**src/hw/rtl/cvh_pkg.sv**
```systemverilog
// Shared types and codes for the convex hull block.
`timescale 1ns / 1ps
package cvh_pkg;

  // Command carried in the input tuser
  typedef enum logic [1:0] {
    FUNC_CLEAR = 2'd0,
    FUNC_ADD   = 2'd1,
    FUNC_SCAN  = 2'd2,
    FUNC_READ  = 2'd3
  } cvh_func_t;

  // Result status carried in the output tuser
  typedef enum logic [1:0] {
    ST_OK      = 2'd0,
    ST_FULL    = 2'd1,
    ST_RANGE   = 2'd2,
    ST_NO_SCAN = 2'd3
  } cvh_status_t;

  // Result of one cross product sign evaluation
  typedef struct packed {
    logic done;
    logic pos;
    logic zero;
  } cvh_turn_t;

endpackage

```
**src/hw/rtl/cvh_cross.sv**
```systemverilog
// Shared cross product sign unit: one multiplier used twice, then one compare.
`timescale 1ns / 1ps
module cvh_cross #(
  parameter int DW = 17
) (
  input  logic                 clk,
  input  logic                 rst,
  input  logic                 start,
  input  logic signed [DW-1:0] a,
  input  logic signed [DW-1:0] b,
  input  logic signed [DW-1:0] c,
  input  logic signed [DW-1:0] d,
  output cvh_pkg::cvh_turn_t   res
);
  import cvh_pkg::*;

  localparam int PW = 2 * DW;

  typedef enum logic [1:0] {S_IDLE, S_M1, S_M2, S_CMP} xstate_t;

  xstate_t state;
  logic signed [DW-1:0] ra, rb, rc, rd;
  logic signed [PW-1:0] p1, p2;
  logic signed [DW-1:0] ma, mb;
  logic signed [PW-1:0] prod;
  logic signed [PW:0]   diff;

  // Route the operand pair for this phase to the single multiplier
  always_comb begin
    ma = (state == S_M1) ? ra : rc;
    mb = (state == S_M1) ? rb : rd;
    prod = ma * mb;
    diff = (PW + 1)'(p1) - (PW + 1)'(p2);
  end

  // Sequence: capture, a*b, c*d, sign of the difference
  always_ff @(posedge clk) begin
    if (rst) begin
      state <= S_IDLE;
      res <= '0;
    end else begin
      res.done <= 1'b0;
      case (state)
        S_IDLE: begin
          if (start) begin
            ra <= a;
            rb <= b;
            rc <= c;
            rd <= d;
            state <= S_M1;
          end
        end
        S_M1: begin
          p1 <= prod;
          state <= S_M2;
        end
        S_M2: begin
          p2 <= prod;
          state <= S_CMP;
        end
        S_CMP: begin
          res.done <= 1'b1;
          res.pos <= (diff > 0);
          res.zero <= (diff == 0);
          state <= S_IDLE;
        end
        default: state <= S_IDLE;
      endcase
    end
  end

`ifndef NO_ASSERTIONS
  a_done_after_cmp: assert property (@(posedge clk) disable iff (rst)
    res.done |-> $past(state) == S_CMP)
    else $error("turn result without a compare phase");
  a_pos_zero_excl: assert property (@(posedge clk) disable iff (rst)
    res.done |-> !(res.pos && res.zero))
    else $error("turn both positive and zero");
  a_start_runs: assert property (@(posedge clk) disable iff (rst)
    (state == S_IDLE && start) |=> state == S_M1)
    else $error("start not taken");
`endif

endmodule

```
**config.mk**
```make
export PLATFORM = sky130hd
export DESIGN_NAME = cvh_cross
export DESIGN_NICKNAME = d
export VERILOG_FILES = /design/src/hw/rtl/cvh_pkg.sv /design/src/hw/rtl/cvh_cross.sv
export SDC_FILE = /design/constraint.sdc
export NUM_CORES = 1
export LEC_CHECK = 0
export CORE_ASPECT_RATIO = 1.5
export CORE_MARGIN = 2
export CORE_UTILIZATION = 60
export CTS_CLUSTER_SIZE = 20
export DETAILED_ROUTE_END_ITERATION = 10
export DONT_BUFFER_PORTS = 1
export PLACE_DENSITY = 0.77
export SYNTH_ARGS = -nofsm -noshare
export SYNTH_HDL_FRONTEND = slang
export SYNTH_SLANG_ARGS = --single-unit
```
**constraint.sdc**
```tcl
create_clock -name clk -period 9.5 [get_ports clk]
set_input_delay 0.475 -clock clk [delete_from_list [all_inputs] [get_ports clk]]
set_output_delay 0.475 -clock clk [all_outputs]
set_load 0.02 [all_outputs]
```
==> summary.md <==
| Metric | Value |
|---|---|
| Most common cell after layout, fill and taps aside | `inv_1` |
| Fin cells | `2200` |
| Worst Tran Pin Value | `1183 ps` |
| Seq cells post-synth | `141` |
| CP Data Arrival Time | `between 8000 and 9000 ps` |
| Vias per std cell | `5.810` |
| DRT iter0 DRCs | `826` |
| Syn Inst Count | `1789` |
| Post-Syn Area | `18000 um2` |
| Pre-CTS setup slack | `1408 ps` |
| Post-synth top area share | `33.04%` |
| Crit path time final | `8195 ps` |
| Top Ports | `74` |
| DRC violations left | `0` |
| Hold Buf Count CTS | `0` |
| Antenna-violating nets left | `0` |
| Area growth from synthesis to layout | `6.452%` |
| FILL cells | `2340` |
| Final setup violation count | `0` |
| Inserted Clock Buffers | `17` |
| Ys flop type | `edfxtp_1` |
| Die area | `31420 um2` |
| CP most frequent cell | `fa_1` |
| CTS tree | `yes` |
| Setup TNS | `0 ps` |
| Net Count, Synth | `2280` |
| Asr flop ratio synth | `0%` |
| Leading area contributor after synthesis | `fa_1` |
| Post-CTS Setup Inserts | `0` |
| Pre-Repair DR Iteration Count | `5` |
| Max Cap Violations | `0` |
| Layout Skew | `22.58 ps` |
| Via count | `~13000` |
| Worst Path Buf+Inv | `6` |
| Placed cell count | `~2200` |
| Final nets | `2283` |
| Post-CTS sizing | `0` |
| Area contributors post-synth | `fa_1, edfxtp_1, ha_1` |
| CP peak stage delay | `790 ps` |
| Synth Warn # | `0` |
| CTS Buffer Depth | `2` |
| FP Rows | `77` |
| H-tree lvl count | `4` |
| Crit path kind | `flop to flop` |
| Slew Limit Headroom | `18.86%` |
| CP max FO | `28` |
| Mean Syn Cell Area | `between 10 and 15 um2` |
| Total Routing Usage GR | `28.76%` |
| Port bufs | `0` |
| Worst Setup Start Kind | `flop` |
| Tcrit/Tclk final | `86.27%` |
| Initial Util | `about three fifths` |
| Post-synth EDFFs | `136` |
| Most frequent cells in the layout | `inv_1, fa_1, nor2_1` |
| Clk sinks | `141` |
| Number of global-route vias before repair | `13666` |
| Slew Viols, Final | `0` |
| HP Class | `input pin to flop` |
| Outcome | `completed` |
| Final hold vios | `0` |
| CP Capture Type | `flop` |
| Fin worst setup slack | `1305 ps` |
| CP required | `9770 ps` |
| Largest net degree at the start of global routing | `between 60 and 70` |
| Die height | `roughly 220 um` |
| Inserted Diodes | `0` |
| RePlAce Congestion | `1.048` |
| Synth unique cells | `85` |
| CP top delay family | `adder cells` |
| Sequential cell area fraction in the yosys report | `23.25%` |
| Clock Root Buffer | `clkbuf_16` |
| Critical-path top delay cell | `mux2i_1` |
| Drt total wl | `roughly 43000 um` |
| GRT Residual Overflow | `0` |
| Drt wl/cell | `19.66 um` |
| First-pass GRT wire length | `69640 um` |
| Worst-skew pair later-pin latency | `460 ps` |
| DP Wirelength | `35820 um` |
| Clock slew at reported path FFs | `80 ps` |
| RSZ-0062 raised after global routing | `false` |
| Die W | `145.4 um` |
| Initial antenna violation count | `0` |
| CORE AREA | `29480 um2` |
| Layout cells sized above 1 | `7.036%` |
| FMAX | `0.1220 GHz` |
==> cells by family after synthesis <==
kind of cell / after synthesis / synth area share [%]
DFF: 141 / 23.25
muxes: 65 / 3.789
and+or+nand+nor: 473 / 11.42
adders and majority gates: 420 / 41.59
xor gates and xnor gates: 46 / 2.239
AOI/OAI and AO/OA: 232 / 8.962
buffers and inverters: 412 / 8.746
==> path summary, 6_finish.rpt <==
path | slack, ps | to | cells after the start | from
max | 1300 | p2[32]$_DFFE_PP_ | 25 | state[1]$_SDFFE_PP0P_
min | 80 | res[0]$_SDFFE_PP0P_ | 1 | rst
max reg2reg | 1300 | p2[32]$_DFFE_PP_ | 25 | state[1]$_SDFFE_PP0P_
min reg2reg | 580 | res[0]$_SDFFE_PP0P_ | 2 | res[0]$_SDFFE_PP0P_
==> area by class of cell <==
type / count / area, um2 / area share, %
multi-input combinational: 1236 / 12260 / 64.01
timing repair buffer: 26 / 195.2 / 1.019
clock inverter: 15 / 206.4 / 1.078
sequential: 141 / 4184 / 21.84
inverter: 370 / 1389 / 7.250
tap: 395 / 494.2 / 2.580
clock buffer: 17 / 425.4 / 2.221
==> registers in the layout (all words and copies together) (netlist names) <==
signal	cells
res	3
state	2
ra	17
rd	17
rc	17
p1	34
rb	17
p2	34
==> worst reg2reg max path: cells and delay by family (launching register included) <==
family | cells | cell delay [ps]
buf+inv | 6 | 690
simple gates | 4 | 980
fa+ha+maj | 8 | 3770
flops | 1 | 350
compound gates | 6 | 1440
mux | 1 | 790
==> per-stage QoR <==
step / utilization, % / hold WS, ps / cell area, um2
after CTS: 64.98 / 65.86 / 19160
after global routing: 64.98 / 80.30 / 19160
after floorplan: - / 513.6 / 18000
after detailed placement: 62.84 / 549.7 / 18530
after global placement: 62.84 / 530.1 / 18530
final: 64.98 / 84.13 / 19160
==> metal layers <==
metal / part of all wire [%] / GRT usage (%)
met5: 0 / 0
met4: 7.4 / 19.48
met3: 4.8 / 3.347
met2: 51 / 50.92
met1: 37 / 32.69
==> synthesized netlist by cell type (all sizes together), types with 6 or more instances <==
cell / n
nand4: 8
nand3: 19
mux2: 25
xnor2: 33
o22ai: 7
a21o: 19
inv: 370
nor2: 202
nor3: 15
and3: 6
mux2i: 40
o21bai: 9
a31oi: 11
clkbuf: 26
nand2: 155
ha: 123
o21ai: 41
buf: 16
edfxtp: 136
xor2: 13
a211oi: 10
o21a: 11
fa: 297
o31ai: 7
a21oi: 63
and2: 7
nor2b: 12
or2: 15
nand2b: 13
Power is not shown: default switching activity piles up to over one toggle a cycle in this logic, so the estimate is an artifact.
